### src/rtl/assert_macros.svh
// assertion helpers shared by the rtl
`ifndef ASSERT_MACROS_SVH
`define ASSERT_MACROS_SVH

`ifndef SYNTHESIS
// antecedent implies consequent in the same cycle
`define WTS_ASSERT_IMP(label, clk, rst, ante, cons, msg) \
   label: assert property (@(posedge clk) disable iff (rst) (ante) |-> (cons)) \
      else $error(msg);
// expression holds at every edge out of reset
`define WTS_ASSERT_ALWAYS(label, clk, rst, expr, msg) \
   label: assert property (@(posedge clk) disable iff (rst) (expr)) \
      else $error(msg);
`else
`define WTS_ASSERT_IMP(label, clk, rst, ante, cons, msg)
`define WTS_ASSERT_ALWAYS(label, clk, rst, expr, msg)
`endif

`endif

### src/rtl/wts_pkg.sv
package wts_pkg;

   localparam int DEPTH      = 32;
   localparam int ADDR_W     = $clog2(DEPTH);
   localparam int CNT_W      = $clog2(DEPTH + 1);

   localparam int CODE_W     = 10;
   localparam int TEMP_W     = 16;
   localparam int THR_W      = 14;
   localparam int ZONE_W     = 2;
   localparam int STORED_W   = 6;

   localparam int FULL_SCALE = 50000;
   localparam int CODE_MAX   = 1023;

   localparam int PROD_W     = CODE_W + TEMP_W;
   localparam int SUM_W      = TEMP_W + CNT_W;
   localparam int DIV_W      = (SUM_W > PROD_W) ? SUM_W : PROD_W;
   localparam int DVS_W      = (CNT_W > CODE_W) ? CNT_W : CODE_W;

   localparam int MUL_STEP_W = $clog2(CODE_W + 1);
   localparam int DIV_STEP_W = $clog2(DIV_W + 1);

   localparam logic [ZONE_W-1:0] ZONE_COLD     = 2'd0;
   localparam logic [ZONE_W-1:0] ZONE_NORMAL   = 2'd1;
   localparam logic [ZONE_W-1:0] ZONE_CRITICAL = 2'd2;

   localparam int CSR_IDX_W = 2;
   localparam logic [CSR_IDX_W-1:0] CSR_LOW_THRESHOLD  = 2'd0;
   localparam logic [CSR_IDX_W-1:0] CSR_HIGH_THRESHOLD = 2'd1;

   localparam logic [THR_W-1:0] LOW_THR_RESET  = 14'd2000;
   localparam logic [THR_W-1:0] HIGH_THR_RESET = 14'd3000;

   typedef enum logic [2:0] {
      ST_IDLE,
      ST_MUL,
      ST_CDIV,
      ST_WRITE,
      ST_SCAN,
      ST_MDIV,
      ST_OUT
   } wts_state_type;

   // status of a serial arithmetic unit
   typedef struct packed {
      logic busy;
      logic done;
   } wts_unit_stat_type;

endpackage

### src/rtl/wts_ram.sv
module wts_ram #(
   parameter int WIDTH = 16,
   parameter int DEPTH = 32
) (
   input  logic                     clock,
   input  logic                     wr_en,
   input  logic [$clog2(DEPTH)-1:0] wr_addr,
   input  logic [WIDTH-1:0]         wr_data,
   input  logic                     rd_en,
   input  logic [$clog2(DEPTH)-1:0] rd_addr,
   output logic [WIDTH-1:0]         rd_data
);

   logic [WIDTH-1:0] mem_ff [DEPTH];
   logic [WIDTH-1:0] rd_data_ff;

   always_ff @(posedge clock) begin
      if (wr_en) begin
         mem_ff[wr_addr] <= wr_data;
      end
      if (rd_en) begin
         rd_data_ff <= mem_ff[rd_addr];
      end
   end

   assign rd_data = rd_data_ff;

endmodule

### src/rtl/wts_mul.sv
`include "assert_macros.svh"

// shift-add multiply of the code by the full scale, one code bit per cycle
module wts_mul import wts_pkg::*; (
   input  logic              clock,
   input  logic              reset,
   input  logic              start,
   input  logic [CODE_W-1:0] code,
   output wts_unit_stat_type stat,
   output logic [PROD_W-1:0] product
);

   logic [CODE_W-1:0]     mplier_ff;
   logic [PROD_W-1:0]     mcand_ff;
   logic [PROD_W-1:0]     acc_ff;
   logic [MUL_STEP_W-1:0] step_ff;
   logic                  busy_ff;
   logic                  done_ff;

   always_ff @(posedge clock) begin
      if (reset) begin
         busy_ff <= 1'b0;
         done_ff <= 1'b0;
      end else begin
         done_ff <= 1'b0;
         if (start) begin
            mplier_ff <= code;
            mcand_ff  <= PROD_W'(FULL_SCALE);
            acc_ff    <= '0;
            step_ff   <= MUL_STEP_W'(CODE_W);
            busy_ff   <= 1'b1;
         end else if (busy_ff) begin
            if (mplier_ff[0]) begin
               acc_ff <= acc_ff + mcand_ff;
            end
            mcand_ff  <= {mcand_ff[PROD_W-2:0], 1'b0};
            mplier_ff <= {1'b0, mplier_ff[CODE_W-1:1]};
            step_ff   <= step_ff - MUL_STEP_W'(1);
            if (step_ff == MUL_STEP_W'(1)) begin
               busy_ff <= 1'b0;
               done_ff <= 1'b1;
            end
         end
      end
   end

   assign stat.busy = busy_ff;
   assign stat.done = done_ff;
   assign product   = acc_ff;

   `WTS_ASSERT_IMP(a_mul_done_idle, clock, reset, done_ff, !busy_ff, "mul done while busy")

endmodule

### src/rtl/wts_div.sv
`include "assert_macros.svh"

// restoring divider, one quotient bit per cycle
module wts_div import wts_pkg::*; (
   input  logic              clock,
   input  logic              reset,
   input  logic              start,
   input  logic [DIV_W-1:0]  dividend,
   input  logic [DVS_W-1:0]  divisor,
   output wts_unit_stat_type stat,
   output logic [DIV_W-1:0]  quotient
);

   logic [DIV_W-1:0]      dq_ff;
   logic [DVS_W-1:0]      rem_ff;
   logic [DVS_W-1:0]      dvs_ff;
   logic [DIV_STEP_W-1:0] step_ff;
   logic                  busy_ff;
   logic                  done_ff;

   logic [DVS_W:0]        shifted;
   logic                  ge;
   logic [DVS_W-1:0]      rem_in;

   always_comb begin
      shifted = {rem_ff, dq_ff[DIV_W-1]};
      ge      = shifted >= {1'b0, dvs_ff};
      rem_in  = ge ? DVS_W'(shifted - {1'b0, dvs_ff}) : shifted[DVS_W-1:0];
   end

   always_ff @(posedge clock) begin
      if (reset) begin
         busy_ff <= 1'b0;
         done_ff <= 1'b0;
      end else begin
         done_ff <= 1'b0;
         if (start) begin
            dq_ff   <= dividend;
            rem_ff  <= '0;
            dvs_ff  <= divisor;
            step_ff <= DIV_STEP_W'(DIV_W);
            busy_ff <= 1'b1;
         end else if (busy_ff) begin
            // dividend bits leave at the top, quotient bits enter at the bottom
            dq_ff   <= {dq_ff[DIV_W-2:0], ge};
            rem_ff  <= rem_in;
            step_ff <= step_ff - DIV_STEP_W'(1);
            if (step_ff == DIV_STEP_W'(1)) begin
               busy_ff <= 1'b0;
               done_ff <= 1'b1;
            end
         end
      end
   end

   assign stat.busy = busy_ff;
   assign stat.done = done_ff;
   assign quotient  = dq_ff;

   `WTS_ASSERT_IMP(a_div_rem_below, clock, reset, busy_ff, rem_ff < dvs_ff, "remainder not below divisor")

endmodule

### src/rtl/windowed_temperature_stats.sv
// an accepted item passes the multiply, the temperature divide, the ring write, the window
// scan and the mean divide; the pace is set by the 10-step serial multiply,
// two 26-step serial divides and the window scan through the single ram read port
// the next item is taken while a finished result still waits in the output register
// reset is synchronous, active high: thresholds return to 2000 and 3000, window empties
module windowed_temperature_stats import wts_pkg::*; (
   input  logic                 clock,
   input  logic                 reset,
   input  logic                 req_valid,
   output logic                 req_stall,
   input  logic [CODE_W-1:0]    req_adc_code,
   output logic                 rsp_valid,
   input  logic                 rsp_stall,
   output logic [TEMP_W-1:0]    rsp_temperature,
   output logic [ZONE_W-1:0]    rsp_zone,
   output logic [STORED_W-1:0]  rsp_stored_count,
   output logic [TEMP_W-1:0]    rsp_window_mean,
   output logic [TEMP_W-1:0]    rsp_window_max,
   output logic [TEMP_W-1:0]    rsp_window_min,
   input  logic                 csr_wr_en,
   input  logic [CSR_IDX_W-1:0] csr_index,
   input  logic [THR_W-1:0]     csr_wdata
);

   `include "assert_macros.svh"

   wts_state_type state_ff, state_in;

   logic [THR_W-1:0]  low_thr_ff;
   logic [THR_W-1:0]  high_thr_ff;
   logic [ADDR_W-1:0] slot_ff;
   logic [CNT_W-1:0]  cnt_ff;
   logic [TEMP_W-1:0] temp_ff;
   logic [ZONE_W-1:0] zone_ff;
   logic [TEMP_W-1:0] mean_ff;
   logic [CNT_W-1:0]  scan_addr_ff;
   logic              rd_pend_ff;
   logic [SUM_W-1:0]  sum_ff;
   logic [TEMP_W-1:0] max_ff;
   logic [TEMP_W-1:0] min_ff;

   logic                rsp_valid_ff;
   logic [TEMP_W-1:0]   rsp_temperature_ff;
   logic [ZONE_W-1:0]   rsp_zone_ff;
   logic [STORED_W-1:0] rsp_stored_count_ff;
   logic [TEMP_W-1:0]   rsp_window_mean_ff;
   logic [TEMP_W-1:0]   rsp_window_max_ff;
   logic [TEMP_W-1:0]   rsp_window_min_ff;

   logic              req_accept;
   logic              out_free;
   logic              out_load;
   logic              scan_issue;
   logic              mul_start;
   logic              div_start;
   logic [DIV_W-1:0]  div_dividend;
   logic [DVS_W-1:0]  div_divisor;
   logic [ZONE_W-1:0] zone_in;

   wts_unit_stat_type mul_stat;
   wts_unit_stat_type div_stat;
   logic [PROD_W-1:0] mul_product;
   logic [DIV_W-1:0]  div_quotient;
   logic [TEMP_W-1:0] ram_rd_data;

   wts_mul u_mul (
      .clock   (clock),
      .reset   (reset),
      .start   (mul_start),
      .code    (req_adc_code),
      .stat    (mul_stat),
      .product (mul_product)
   );

   wts_div u_div (
      .clock    (clock),
      .reset    (reset),
      .start    (div_start),
      .dividend (div_dividend),
      .divisor  (div_divisor),
      .stat     (div_stat),
      .quotient (div_quotient)
   );

   wts_ram #(
      .WIDTH (TEMP_W),
      .DEPTH (DEPTH)
   ) u_ring (
      .clock   (clock),
      .wr_en   (state_ff == ST_WRITE),
      .wr_addr (slot_ff),
      .wr_data (temp_ff),
      .rd_en   (scan_issue),
      .rd_addr (scan_addr_ff[ADDR_W-1:0]),
      .rd_data (ram_rd_data)
   );

   always_ff @(posedge clock) begin
      if (reset) begin
         state_ff <= ST_IDLE;
      end else begin
         state_ff <= state_in;
      end
   end

   always_comb begin
      state_in     = state_ff;
      req_stall    = 1'b1;
      mul_start    = 1'b0;
      div_start    = 1'b0;
      out_load     = 1'b0;
      out_free     = !rsp_valid_ff || !rsp_stall;
      req_accept   = 1'b0;
      scan_issue   = 1'b0;
      div_dividend = DIV_W'(sum_ff);
      div_divisor  = DVS_W'(cnt_ff);
      unique case (state_ff)
         ST_IDLE: begin
            req_stall  = 1'b0;
            req_accept = req_valid;
            mul_start  = req_valid;
            if (req_valid) begin
               state_in = ST_MUL;
            end
         end
         ST_MUL: begin
            div_dividend = DIV_W'(mul_product);
            div_divisor  = DVS_W'(CODE_MAX);
            if (mul_stat.done) begin
               div_start = 1'b1;
               state_in  = ST_CDIV;
            end
         end
         ST_CDIV: begin
            if (div_stat.done) begin
               state_in = ST_WRITE;
            end
         end
         ST_WRITE: begin
            state_in = ST_SCAN;
         end
         ST_SCAN: begin
            scan_issue = scan_addr_ff < cnt_ff;
            if (!scan_issue && !rd_pend_ff) begin
               div_start = 1'b1;
               state_in  = ST_MDIV;
            end
         end
         ST_MDIV: begin
            if (div_stat.done) begin
               state_in = ST_OUT;
            end
         end
         ST_OUT: begin
            if (out_free) begin
               out_load = 1'b1;
               state_in = ST_IDLE;
            end
         end
         default: begin
            state_in = ST_IDLE;
         end
      endcase
   end

   // cold test first, so crossed thresholds still give cold
   always_comb begin
      priority if (temp_ff < TEMP_W'(low_thr_ff)) begin
         zone_in = ZONE_COLD;
      end else if (temp_ff >= TEMP_W'(high_thr_ff)) begin
         zone_in = ZONE_CRITICAL;
      end else begin
         zone_in = ZONE_NORMAL;
      end
   end

   always_ff @(posedge clock) begin
      if (reset) begin
         low_thr_ff   <= LOW_THR_RESET;
         high_thr_ff  <= HIGH_THR_RESET;
         slot_ff      <= '0;
         cnt_ff       <= '0;
         rd_pend_ff   <= 1'b0;
         scan_addr_ff <= '0;
         rsp_valid_ff <= 1'b0;
      end else begin
         if (csr_wr_en) begin
            if (csr_index == CSR_LOW_THRESHOLD) begin
               low_thr_ff <= csr_wdata;
            end else if (csr_index == CSR_HIGH_THRESHOLD) begin
               high_thr_ff <= csr_wdata;
            end
         end

         if (state_ff == ST_CDIV && div_stat.done) begin
            temp_ff <= div_quotient[TEMP_W-1:0];
         end

         if (state_ff == ST_WRITE) begin
            zone_ff      <= zone_in;
            slot_ff      <= (slot_ff == ADDR_W'(DEPTH - 1)) ? '0 : slot_ff + ADDR_W'(1);
            if (cnt_ff != CNT_W'(DEPTH)) begin
               cnt_ff <= cnt_ff + CNT_W'(1);
            end
            scan_addr_ff <= '0;
            sum_ff       <= '0;
            max_ff       <= '0;
            min_ff       <= '1;
         end

         // ram read data comes back in the cycle after the address is issued
         rd_pend_ff <= scan_issue;
         if (scan_issue) begin
            scan_addr_ff <= scan_addr_ff + CNT_W'(1);
         end
         if (rd_pend_ff) begin
            sum_ff <= sum_ff + SUM_W'(ram_rd_data);
            if (ram_rd_data > max_ff) begin
               max_ff <= ram_rd_data;
            end
            if (ram_rd_data < min_ff) begin
               min_ff <= ram_rd_data;
            end
         end

         if (state_ff == ST_MDIV && div_stat.done) begin
            mean_ff <= div_quotient[TEMP_W-1:0];
         end

         if (out_load) begin
            rsp_valid_ff <= 1'b1;
         end else if (rsp_valid_ff && !rsp_stall) begin
            rsp_valid_ff <= 1'b0;
         end
      end
   end

   always_ff @(posedge clock) begin
      if (out_load) begin
         rsp_temperature_ff  <= temp_ff;
         rsp_zone_ff         <= zone_ff;
         rsp_stored_count_ff <= STORED_W'(cnt_ff);
         rsp_window_mean_ff  <= mean_ff;
         rsp_window_max_ff   <= max_ff;
         rsp_window_min_ff   <= min_ff;
      end
   end

   assign rsp_valid        = rsp_valid_ff;
   assign rsp_temperature  = rsp_temperature_ff;
   assign rsp_zone         = rsp_zone_ff;
   assign rsp_stored_count = rsp_stored_count_ff;
   assign rsp_window_mean  = rsp_window_mean_ff;
   assign rsp_window_max   = rsp_window_max_ff;
   assign rsp_window_min   = rsp_window_min_ff;

   `WTS_ASSERT_ALWAYS(a_cnt_bound, clock, reset, cnt_ff <= CNT_W'(DEPTH), "fill count above depth")
   `WTS_ASSERT_IMP(a_scan_written, clock, reset, scan_issue, scan_addr_ff < cnt_ff && cnt_ff != '0, "scan past stored readings")
   `WTS_ASSERT_IMP(a_accept_units_idle, clock, reset, req_accept, !mul_stat.busy && !div_stat.busy, "item taken while units busy")

endmodule

### config.mk
export PLATFORM = sky130hd
export DESIGN_NAME = windowed_temperature_stats
export DESIGN_NICKNAME = d
export VERILOG_FILES = /design/src/rtl/wts_pkg.sv /design/src/rtl/wts_ram.sv /design/src/rtl/wts_mul.sv /design/src/rtl/wts_div.sv /design/src/rtl/windowed_temperature_stats.sv
export VERILOG_INCLUDE_DIRS = /design/src /design/src/rtl
export SDC_FILE = /design/constraint.sdc
export NUM_CORES = 1
export LEC_CHECK = 0
export BUFFER_PORTS_ARGS = -buffer_cell sky130_fd_sc_hd__buf_2
export CAP_MARGIN = 20
export CORE_UTILIZATION = 66
export CTS_BUF_LIST = sky130_fd_sc_hd__clkbuf_8
export CTS_CLUSTER_DIAMETER = 100
export DETAILED_ROUTE_END_ITERATION = 16
export HOLD_SLACK_MARGIN = 0.12
export PLACE_DENSITY_LB_ADDON = 0.05
export SYNTH_ARGS = -nofsm -noshare
export SYNTH_HDL_FRONTEND = slang
export SYNTH_SLANG_ARGS = --single-unit
### constraint.sdc
create_clock -name clock -period 8.65 [get_ports clock]
set_input_delay 2.1625 -clock clock [delete_from_list [all_inputs] [get_ports clock]]
set_output_delay 2.1625 -clock clock [all_outputs]
set_load 0.01 [all_outputs]
==> results of run 1 <==
## cell type report
type	instances	area, µm²	share of cell area
antenna	1	2.50	0.0000627
clock inverter	87	457	0.0114
clock buffer	143	1970	0.0493
multi-input combinational	1120	10200	0.255
sequential	848	24900	0.625
inverter	100	375	0.00940
timing repair buffer	173	1140	0.0286
tap	696	871	0.0218
## stage by stage
step	util	hold slack, ns	instance area [µm²]	worst slack, ns
finish	0.743	0.429	39900	4.28
global route	0.743	0.427	39900	4.24
floorplan	-	0.400	35800	2.45
global placement	0.695	0.404	37300	3.95
detailed placement	0.696	0.410	37400	3.84
CTS	0.741	0.418	39800	4.20
## logic make-up after synthesis
group,after synthesis,synth area share
xor+xnor,48,0.0117
compound gates,267,0.0483
fa+ha+maj,125,0.0443
mux,223,0.119
simple gates,457,0.0589
flops,848,0.696
buf+inv,183,0.0216
## sequential cells by signal (all words and copies together), names as in the netlist, 22 cells and up
name            flops
u_div.quotient     26
u_ring.mem_ff     512
u_mul.product      22
u_mul.mcand_ff     22
sum_ff             22
## metal layers
layer | vias up | global-route usage | share of wire
li1 | 8818 | - | -
met1 | 9936 | 0.397 | 0.39
met2 | 812 | 0.483 | 0.51
met3 | 163 | 0.0506 | 0.067
met4 | 0 | 0.122 | 0.033
met5 | - | 0 | 0
## cells in the final DEF (no fill, tap or decap), types with 4 or more instances in the layout
| cell type | Yosys | routed |
|---|---|---|
| xnor2_1 | 29 | 29 |
| a211oi_1 | 9 | 9 |
| mux4_2 | 160 | 160 |
| nand4_1 | 9 | 9 |
| a21o_1 | 35 | 35 |
| o31a_1 | 4 | 4 |
| dfxtp_1 | 54 | 50 |
| ha_1 | 122 | 122 |
| o22a_1 | 16 | 16 |
| o21a_1 | 5 | 5 |
| nand3_1 | 34 | 34 |
| buf_2 | 10 | 104 |
| or2_2 | 8 | 8 |
| clkbuf_8 | 0 | 143 |
| inv_6 | 0 | 5 |
| inv_1 | 97 | 141 |
| o21bai_1 | 7 | 7 |
| edfxtp_1 | 794 | 794 |
| nor3_1 | 12 | 12 |
| and2_1 | 25 | 25 |
| a21oi_1 | 81 | 77 |
| nand3b_1 | 7 | 7 |
| and3_1 | 11 | 11 |
| nor2_1 | 142 | 140 |
| buf_4 | 0 | 60 |
| mux2i_1 | 33 | 33 |
| clkinv_1 | 2 | 21 |
| or3_1 | 4 | 4 |
| clkinv_2 | 0 | 12 |
| a31oi_1 | 11 | 11 |
| mux2_2 | 25 | 25 |
| nand2b_1 | 17 | 17 |
| mux2_1 | 5 | 5 |
| o21ai_0 | 35 | 35 |
| nor2b_1 | 15 | 15 |
| o21ai_1 | 16 | 16 |
| nand2_1 | 153 | 153 |
| xor2_1 | 19 | 19 |
| o211ai_1 | 14 | 14 |
## power breakdown
group	internal, mW	switching (mW)
combinational	0.178	0.252
clock	1.61	1.51
sequential	4.53	0.0503
total	6.32	1.81
## worst max-delay path by stage
stage,to,slack (ns),depth (start not counted)
final,req_stall,4.28,3
after global routing,req_stall,4.24,3
after detailed placement,mean_ff[8]$_DFFE_PP_,3.84,6
after global placement,mean_ff[15]$_DFFE_PP_,3.95,6
after floorplan,rsp_stored_count[0]$_DFFE_PP_,2.45,1
after CTS,req_stall,4.20,3
==> out/metrics.cfg, run 1 <==
[critical_path]
slowest_delay_ns = 0.59
crit_fanout = 11
cp-end-kind = output pin
timing.rr.end = u_div.quotient[18]$_DFFE_PP_
critPathBufInv = 2
startpoint_type = flip-flop
arrival_ns = 2.21
worst_ep_required_time_ns = 6.49
setup.worst_path.start = state_ff[2]$_SDFFE_PP0P_
critPathSlowestCell = nor3_1
crit_path_cell_trace = nor3_1 > inv_1 > buf_2
rr_worst_depth = 8
critical_path_class = reg2out
reg2reg_setup_slack_ns = 4.68
timing.rr.start = scan_addr_ff[1]$_SDFFE_PP0P_
cp_top_family = simple AND/OR/NAND/NOR gates

[timing]
finalCriticalPeriod_ns = 4.37
hold_viol_final = 0
post-route-period-util = 0.505
final.setup_skew_ns = 0.0236
fin_tns_setup_ns = 0
rsz0062_at_grt = false
drv_slew = 0
relSlewSlack = 0.301
fmax_ghz = 0.229
tightest_slew_ns = 1.05
finalSetupViolCount = 0

[logic_synthesis]
synth_top_cell_area_share = 0.666
synth_most_common_cell = edfxtp_1
synth-async-reset-ratio = 0
ys_seq_elements = 848
avgSynthCellArea_um2 = 16.7
yosysWarnings = 0
yosysSeqAreaShare = 0.696
yosysUniqueCellTypes = 67
ys.flop_type = edfxtp_1
synth_nets = 2307
synth_edf_count = 794
synth_area_leaders = edfxtp_1 (67%), mux4_2 (10%), ha_1 (4.3%), dfxtp_1 (3.0%), nand2_1 (1.6%)
synth_common_cells = edfxtp_1 (794), mux4_2 (160), nand2_1 (153)
syn_inst = 2151
synth_area_um2 = 35800
synth_top_cell_by_area = edfxtp_1

[cts]
cts_setup_buffers = 0
cts_made_buffers = 133
cts.sinks = 848
h-tree-depth = 4
cts_tree = built
cts.repair.resized = 0
clk_latency_ns = 0.78
clkTransAtPathRegs_ns = 0.06
clock-root-buffer = clkbuf_8
clockBufferDepth = 3
cts_hold_buf = 0

[routing]
wl_per_cell_um = 25.0
route.vias.total = 19729
first_iter_violations = 1747
postRouteAntennaNets = 0
totalWireLength_um = 79200
via_per_inst = 6.23
drc_errors = 0
drtPass1Iterations = 5

[floorplanning]
die_area_um2 = 55200
ioPinCount = 105
die_x_um = 235
std_cell_rows = 85
initial_core_util = 0.667
core-area_um2 = 53700
fp.dieH_um = 235

[run]
cap_viol_max_count = 0

[cells_and_area]
drive_gt1_frac = 0.224
nFillCells = 3204
final_cells = 3168
area_growth_pct = 11.5
nNetsFinal = 2532

[pwr]
powerDensity_nw_per_um2 = 204
peakVddDrop_uv = 156
p_leak_nw = 14.0
power_mw = 8.14

[place]
dp_hpwl_um = 48600
io_buffer_count = 104
dp_cells = 2929
gp_congestion = 0.843

[global_routing]
gr-usage-all-layers = 0.295
grt_pass1_wl_um = 118000
grt_pass1_vias = 19865
grt_start_max_net_pins = 73
antenna_found_initial = 3
overflow = 0

[outcome]
status = completed

[hold_path]
min-delay-start = zone_ff[1]$_SDFFCE_PN0P_
worst_hold_path_type = reg2reg
hold_path_end = rsp_zone[1]$_DFFE_PP_
hold_depth = 0

Note: power is estimated with default switching activity, not from simulation.
==> inputs of run 2 (changes only) <==
--- a/config.mk
+++ b/config.mk
@@ -8,7 +8,7 @@
 export LEC_CHECK = 0
 export BUFFER_PORTS_ARGS = -buffer_cell sky130_fd_sc_hd__buf_2
 export CAP_MARGIN = 20
-export CORE_UTILIZATION = 66
+export CORE_UTILIZATION = 58
 export CTS_BUF_LIST = sky130_fd_sc_hd__clkbuf_8
 export CTS_CLUSTER_DIAMETER = 100
 export DETAILED_ROUTE_END_ITERATION = 16
==> constraint.sdc (replaced) <==
create_clock -name clock -period 3.9 [get_ports clock]
set_input_delay 0.975 -clock clock [delete_from_list [all_inputs] [get_ports clock]]
set_output_delay 0.975 -clock clock [all_outputs]
set_load 0.01 [all_outputs]
==> run 2 against run 1 <==
Compared with the run above: clock skew up 0.0021 ns; routed wire length up 2.2%; die area up 14%; first-iteration DRC count down 8.4%; critical endpoint is now u_mul.product[24]$_SDFFCE_PP0P_; total power up 130%; critical path depth up 6; clock-buffer cell count up 4; clock power up 130%; sequential cell count unchanged; via count down 0.92%; worst hold slack worse by 0.011 ns.
==> out/metrics.cfg, run 2 (synthesis gave the netlist of run 1 again) <==
[outcome]
status = completed

[cells_and_area]
largest_reg_flops = 512
nNetsFinal = 2546
layout_common_cells = edfxtp_1 (794), mux4_2 (160), nand2_1 (153)
area_growth_pct = 12.4
drive_gt1_frac = 0.229
final_cells = 3284
regMostFlops = u_ring.mem_ff
nFillCells = 4168
layout_commonest_cell = edfxtp_1

[floorplanning]
die_x_um = 250
core-area_um2 = 60700
die_area_um2 = 62700
fp.dieH_um = 250
std_cell_rows = 90
initial_core_util = 0.590
ioPinCount = 105

[timing]
hold_viol_final = 0
tightest_slew_ns = 0.868
drv_slew = 0
fin_tns_setup_ns = 0
fmax_ghz = 0.319
relSlewSlack = 0.419
fin_hold_ws_ns = 0.418
rsz0062_at_grt = false
finalSetupViolCount = 0
final.setup_skew_ns = 0.0256
post-route-period-util = 0.803
fin_ws_ns = 0.768
finalCriticalPeriod_ns = 3.13

[place]
dp_cells = 3030
io_buffer_count = 104
pre_cts_ws_ns = 0.817
gp_congestion = 0.862
dp_hpwl_um = 49400

[hold_path]
min-delay-start = mean_ff[14]$_DFFE_PP_
hold_depth = 0
hold_path_end = rsp_window_mean[14]$_DFFE_PP_
worst_hold_path_type = reg2reg

[run]
cap_viol_max_count = 0

[routing]
totalWireLength_um = 81000
route.vias.total = 19548
via_per_inst = 5.95
wl_per_cell_um = 24.7
postRouteAntennaNets = 0
drc_errors = 0
first_iter_violations = 1601
drtPass1Iterations = 7

[critical_path]
worst_ep_required_time_ns = 4.44
startpoint_type = flip-flop
rr_worst_depth = 9
reg2reg_setup_slack_ns = 0.77
crit_fanout = 4
cp-end-kind = flip-flop
timing.rr.end = u_mul.product[24]$_SDFFCE_PP0P_
arrival_ns = 3.67
critical_path_class = reg2reg
timing.rr.start = u_mul.product[4]$_SDFFCE_PP0P_

[cts]
h-tree-depth = 4
cts_setup_buffers = 0
clk_latency_ns = 0.80
cts.sinks = 848
clockBufferDepth = 3
cts.repair.resized = 0
cts_hold_buf = 0
cts_made_buffers = 139
clock-root-buffer = clkbuf_8
cts_tree = built
clkTransAtPathRegs_ns = 0.06

[global_routing]
antenna_found_initial = 5
grt_start_max_net_pins = 132
overflow = 0
gr-usage-all-layers = 0.266
grt_pass1_wl_um = 122000
grt_pass1_vias = 19887

[pwr]
powerDensity_nw_per_um2 = 455
peakVddDrop_uv = 348
power_mw = 18.3
p_leak_nw = 14.1

==> run 2: worst max-delay path by stage <==
stage / startpoint / end / slack, ns / cells past startpoint
after floorplan: cnt_ff[3]$_SDFFE_PP0P_ / u_div.quotient[0]$_DFFE_PP_ / 0.16 / 9
after global placement: u_mul.product[4]$_SDFFCE_PP0P_ / u_mul.product[24]$_SDFFCE_PP0P_ / 0.79 / 9
after detailed placement: u_mul.product[4]$_SDFFCE_PP0P_ / u_mul.product[24]$_SDFFCE_PP0P_ / 0.82 / 9
after CTS: u_mul.product[4]$_SDFFCE_PP0P_ / u_mul.product[24]$_SDFFCE_PP0P_ / 0.81 / 9
after global routing: u_mul.product[4]$_SDFFCE_PP0P_ / u_mul.product[24]$_SDFFCE_PP0P_ / 0.43 / 9
final: u_mul.product[4]$_SDFFCE_PP0P_ / u_mul.product[24]$_SDFFCE_PP0P_ / 0.77 / 9
==> run 2: final cells by class <==
class                      instances  area, µm²  area share
sequential                       848      24900       0.619
multi-input combinational       1120      10200       0.253
clock buffer                     147       2020      0.0502
timing repair buffer             181       1230      0.0305
tap                              782        978      0.0243
clock inverter                   102        548      0.0136
inverter                         100        375     0.00932
antenna                            4       10.0    0.000249
==> run 2: worst max-delay path: stages, from the launching register on <==
cell and delay (ns):
edfxtp_1 0.38, ha_1 0.24, fa_1 0.42, a21oi_1 0.22, o22ai_1 0.14, o31ai_1 0.51
o21ai_1 0.20, a2111oi_0 0.53, or4_1 0.19, nand2_1 0.05
==> run 2: where the power goes <==
part           total, mW  internal, mW  leakage (nW)  switching, mW
sequential          10.2          10.1          7.64          0.108
clock               7.20          3.70          1.49           3.50
combinational      0.961         0.396          5.01          0.565
total               18.3          14.2          14.1           4.17
==> run 2: layer usage <==
metal | vias to the layer above | wire length, µm | global-route usage | share of wire
met3 | 118 | 5340 | 0.0482 | 0.066
met4 | 0 | 1790 | 0.0897 | 0.022
li1 | 8873 | - | - | -
met1 | 9946 | 33100 | 0.353 | 0.41
met2 | 611 | 40700 | 0.447 | 0.50
met5 | - | 0 | 0 | 0
==> run 2: stage by stage <==
stage	area, µm²	utilization
floorplan	35800	-
global placement	37700	0.621
detailed placement	37700	0.621
CTS	40300	0.663
global route	40300	0.663
finish	40300	0.664
==> inputs of run 3 (changes only) <==
==> constraint.sdc (replaced) <==
create_clock -name clock -period 2.8 [get_ports clock]
set_input_delay 0.7 -clock clock [delete_from_list [all_inputs] [get_ports clock]]
set_output_delay 0.7 -clock clock [all_outputs]
set_load 0.01 [all_outputs]
==> run 3 against run 2 <==
Compared with the run above: critical endpoint is now sum_ff[21]$_SDFFCE_PN0P_; critical path type unchanged; first-iteration DRC count increased by 3.1%; clock-buffer cell count decreased by 3; final cell count rose by 1.7%; die area unchanged; largest power group unchanged; largest cell class unchanged; worst hold slack got worse by 0.25 ns; routed wire length increased by 0.38%; sequential cell count unchanged; non-clock buffer count rose by 67; core utilization increased by 0.89 points; clock power up 35%; register-to-register slack worse by 0.70 ns.
==> out/metrics.cfg, run 3 (synthesis gave the netlist of run 1 again) <==
[outcome]
status = completed

[timing]
drv_slew = 0
fin_ws_ns = 0.0699
hold_viol_final = 0
fmax_ghz = 0.366
relSlewSlack = 0.340
rsz0062_at_grt = false
tightest_slew_ns = 0.990
fin_hold_ws_ns = 0.170
post-route-period-util = 0.975
finalSetupViolCount = 0
finalCriticalPeriod_ns = 2.73
final.setup_skew_ns = 0.0246

[critical_path]
timing.rr.end = sum_ff[21]$_SDFFCE_PN0P_
arrival_ns = 3.27
reg2reg_setup_slack_ns = 0.07
timing.rr.start = u_ring.rd_data[6]$_DFFE_PP_
cp-end-kind = flip-flop
startpoint_type = flip-flop
rr_worst_depth = 7
crit_path_cell_trace = ha_1 > a2111o_1 > o2111ai_1 > a211oi_2 > o2111ai_1 > xor2_1 > nor2_1
critPathSlowestCell = edfxtp_1
cpMostUsedCell = o2111ai_1
critical_path_class = reg2reg
slowest_delay_ns = 0.51
worst_ep_required_time_ns = 3.34
crit_fanout = 5

[cells_and_area]
layout_common_cells = edfxtp_1 (794), mux4_2 (160), nand2_1 (153)
finish.instance_area_um2 = 40800
largest_reg_flops = 512
drive_gt1_frac = 0.245
nNetsFinal = 2611
nFillCells = 4185
final_util = 0.672
area_growth_pct = 14.0
layout_commonest_cell = edfxtp_1
regMostFlops = u_ring.mem_ff

[floorplanning]
core-area_um2 = 60700
ioPinCount = 105
initial_core_util = 0.590
die_x_um = 250
die_area_um2 = 62700
std_cell_rows = 90
fp.dieH_um = 250

[global_routing]
grt_pass1_vias = 20561
grt_start_max_net_pins = 46
antenna_found_initial = 3
overflow = 0
gr-usage-all-layers = 0.268
grt_pass1_wl_um = 123000

[pwr]
powerDensity_nw_per_um2 = 620
power_mw = 25.3
peakVddDrop_uv = 485
p_leak_nw = 14.4

[cts]
clkTransAtPathRegs_ns = 0.06
cts_tree = built
clockBufferDepth = 3
clk_latency_ns = 0.80
cts.sinks = 848
h-tree-depth = 4
clock-root-buffer = clkbuf_8
cts_made_buffers = 137

[routing]
route.vias.total = 19754
totalWireLength_um = 81300
drtPass1Iterations = 5
wl_per_cell_um = 24.3
first_iter_violations = 1651
via_per_inst = 5.91
postRouteAntennaNets = 0
drc_errors = 0

[hold_path]
worst_hold_path_type = in2reg
hold_depth = 3
min-delay-start = csr_wdata[4]
hold_path_end = high_thr_ff[4]$_SDFFE_PP1P_

[place]
pre_cts_ws_ns = -0.130
io_buffer_count = 104
placed_cell_area_um2 = 38200
dp_hpwl_um = 52300
gp_congestion = 0.839

[run]
cap_viol_max_count = 0

-- run 3: what timing repair did --
| item | 4_1_cts | 5_1_grt |
|---|---|---|
| buffers inserted | 0 | 2 |
| gates resized for setup | 3 | 7 |
| pin swaps | 0 | 3 |
| endpoints found under the setup margin | 1 | 6 |
| hold endpoints to repair | 13 | 0 |
| hold buffers | 9 | 0 |
-- run 3: through the flow --
stage               std cells  TNS, ns
finish                   3340        0
global route             3339        0
CTS                      3336        0
detailed placement       3087   -0.130
global placement         3087  -0.0800
floorplan                2151        0
-- run 3: metal layers --
metal	share of wire	up-vias	global-route usage
met2	0.52	579	0.458
met5	0	-	0
met1	0.41	10061	0.351
met3	0.053	111	0.0448
li1	-	9003	-
met4	0.022	0	0.0910
-- run 3: cell type report --
type                            instances  area (µm²)  share of cell area
Tap cell                              782         978              0.0240
Multi-Input combinational cell       1120       10200               0.251
Inverter                              100         375             0.00920
Sequential cell                       848       24900               0.611
Timing Repair Buffer                  248        1820              0.0447
Antenna cell                            2        5.00            0.000123
Clock buffer                          144        1980              0.0486
Clock inverter                         96         489              0.0120
-- run 3: worst max path at each step --
stage / start / end / slack, ns
detailed placement: u_mul.product[4]$_SDFFCE_PP0P_ / u_mul.product[24]$_SDFFCE_PP0P_ / -0.13
CTS: u_ring.rd_data[0]$_DFFE_PP_ / sum_ff[18]$_SDFFCE_PN0P_ / 0.06
finish: u_ring.rd_data[6]$_DFFE_PP_ / sum_ff[21]$_SDFFCE_PN0P_ / 0.07
floorplan: u_mul.product[4]$_SDFFCE_PP0P_ / u_mul.product[24]$_SDFFCE_PP0P_ / 0.06
global placement: u_mul.product[4]$_SDFFCE_PP0P_ / u_mul.product[24]$_SDFFCE_PP0P_ / -0.08
global route: u_ring.rd_data[10]$_DFFE_PP_ / max_ff[10]$_DFFE_PN_ / 0.001
-- run 3: worst max-delay path, delay by kind of cell, from the launching register on --
| family | cells | cell delay (ns) |
|---|---|---|
| xor gates and xnor gates | 1 | 0.18 |
| DFF | 1 | 0.51 |
| and+or+nand+nor | 1 | 0.06 |
| AOI/OAI and AO/OA | 4 | 1.32 |
| adders and majority gates | 1 | 0.40 |
-- run 3: report_power, final --
group	switching, mW	leakage [nW]	internal [mW]
Sequential	0.136	7.64	14.0
Clock	4.76	1.43	4.96
Combinational	0.832	5.37	0.615
Total	5.73	14.4	19.6
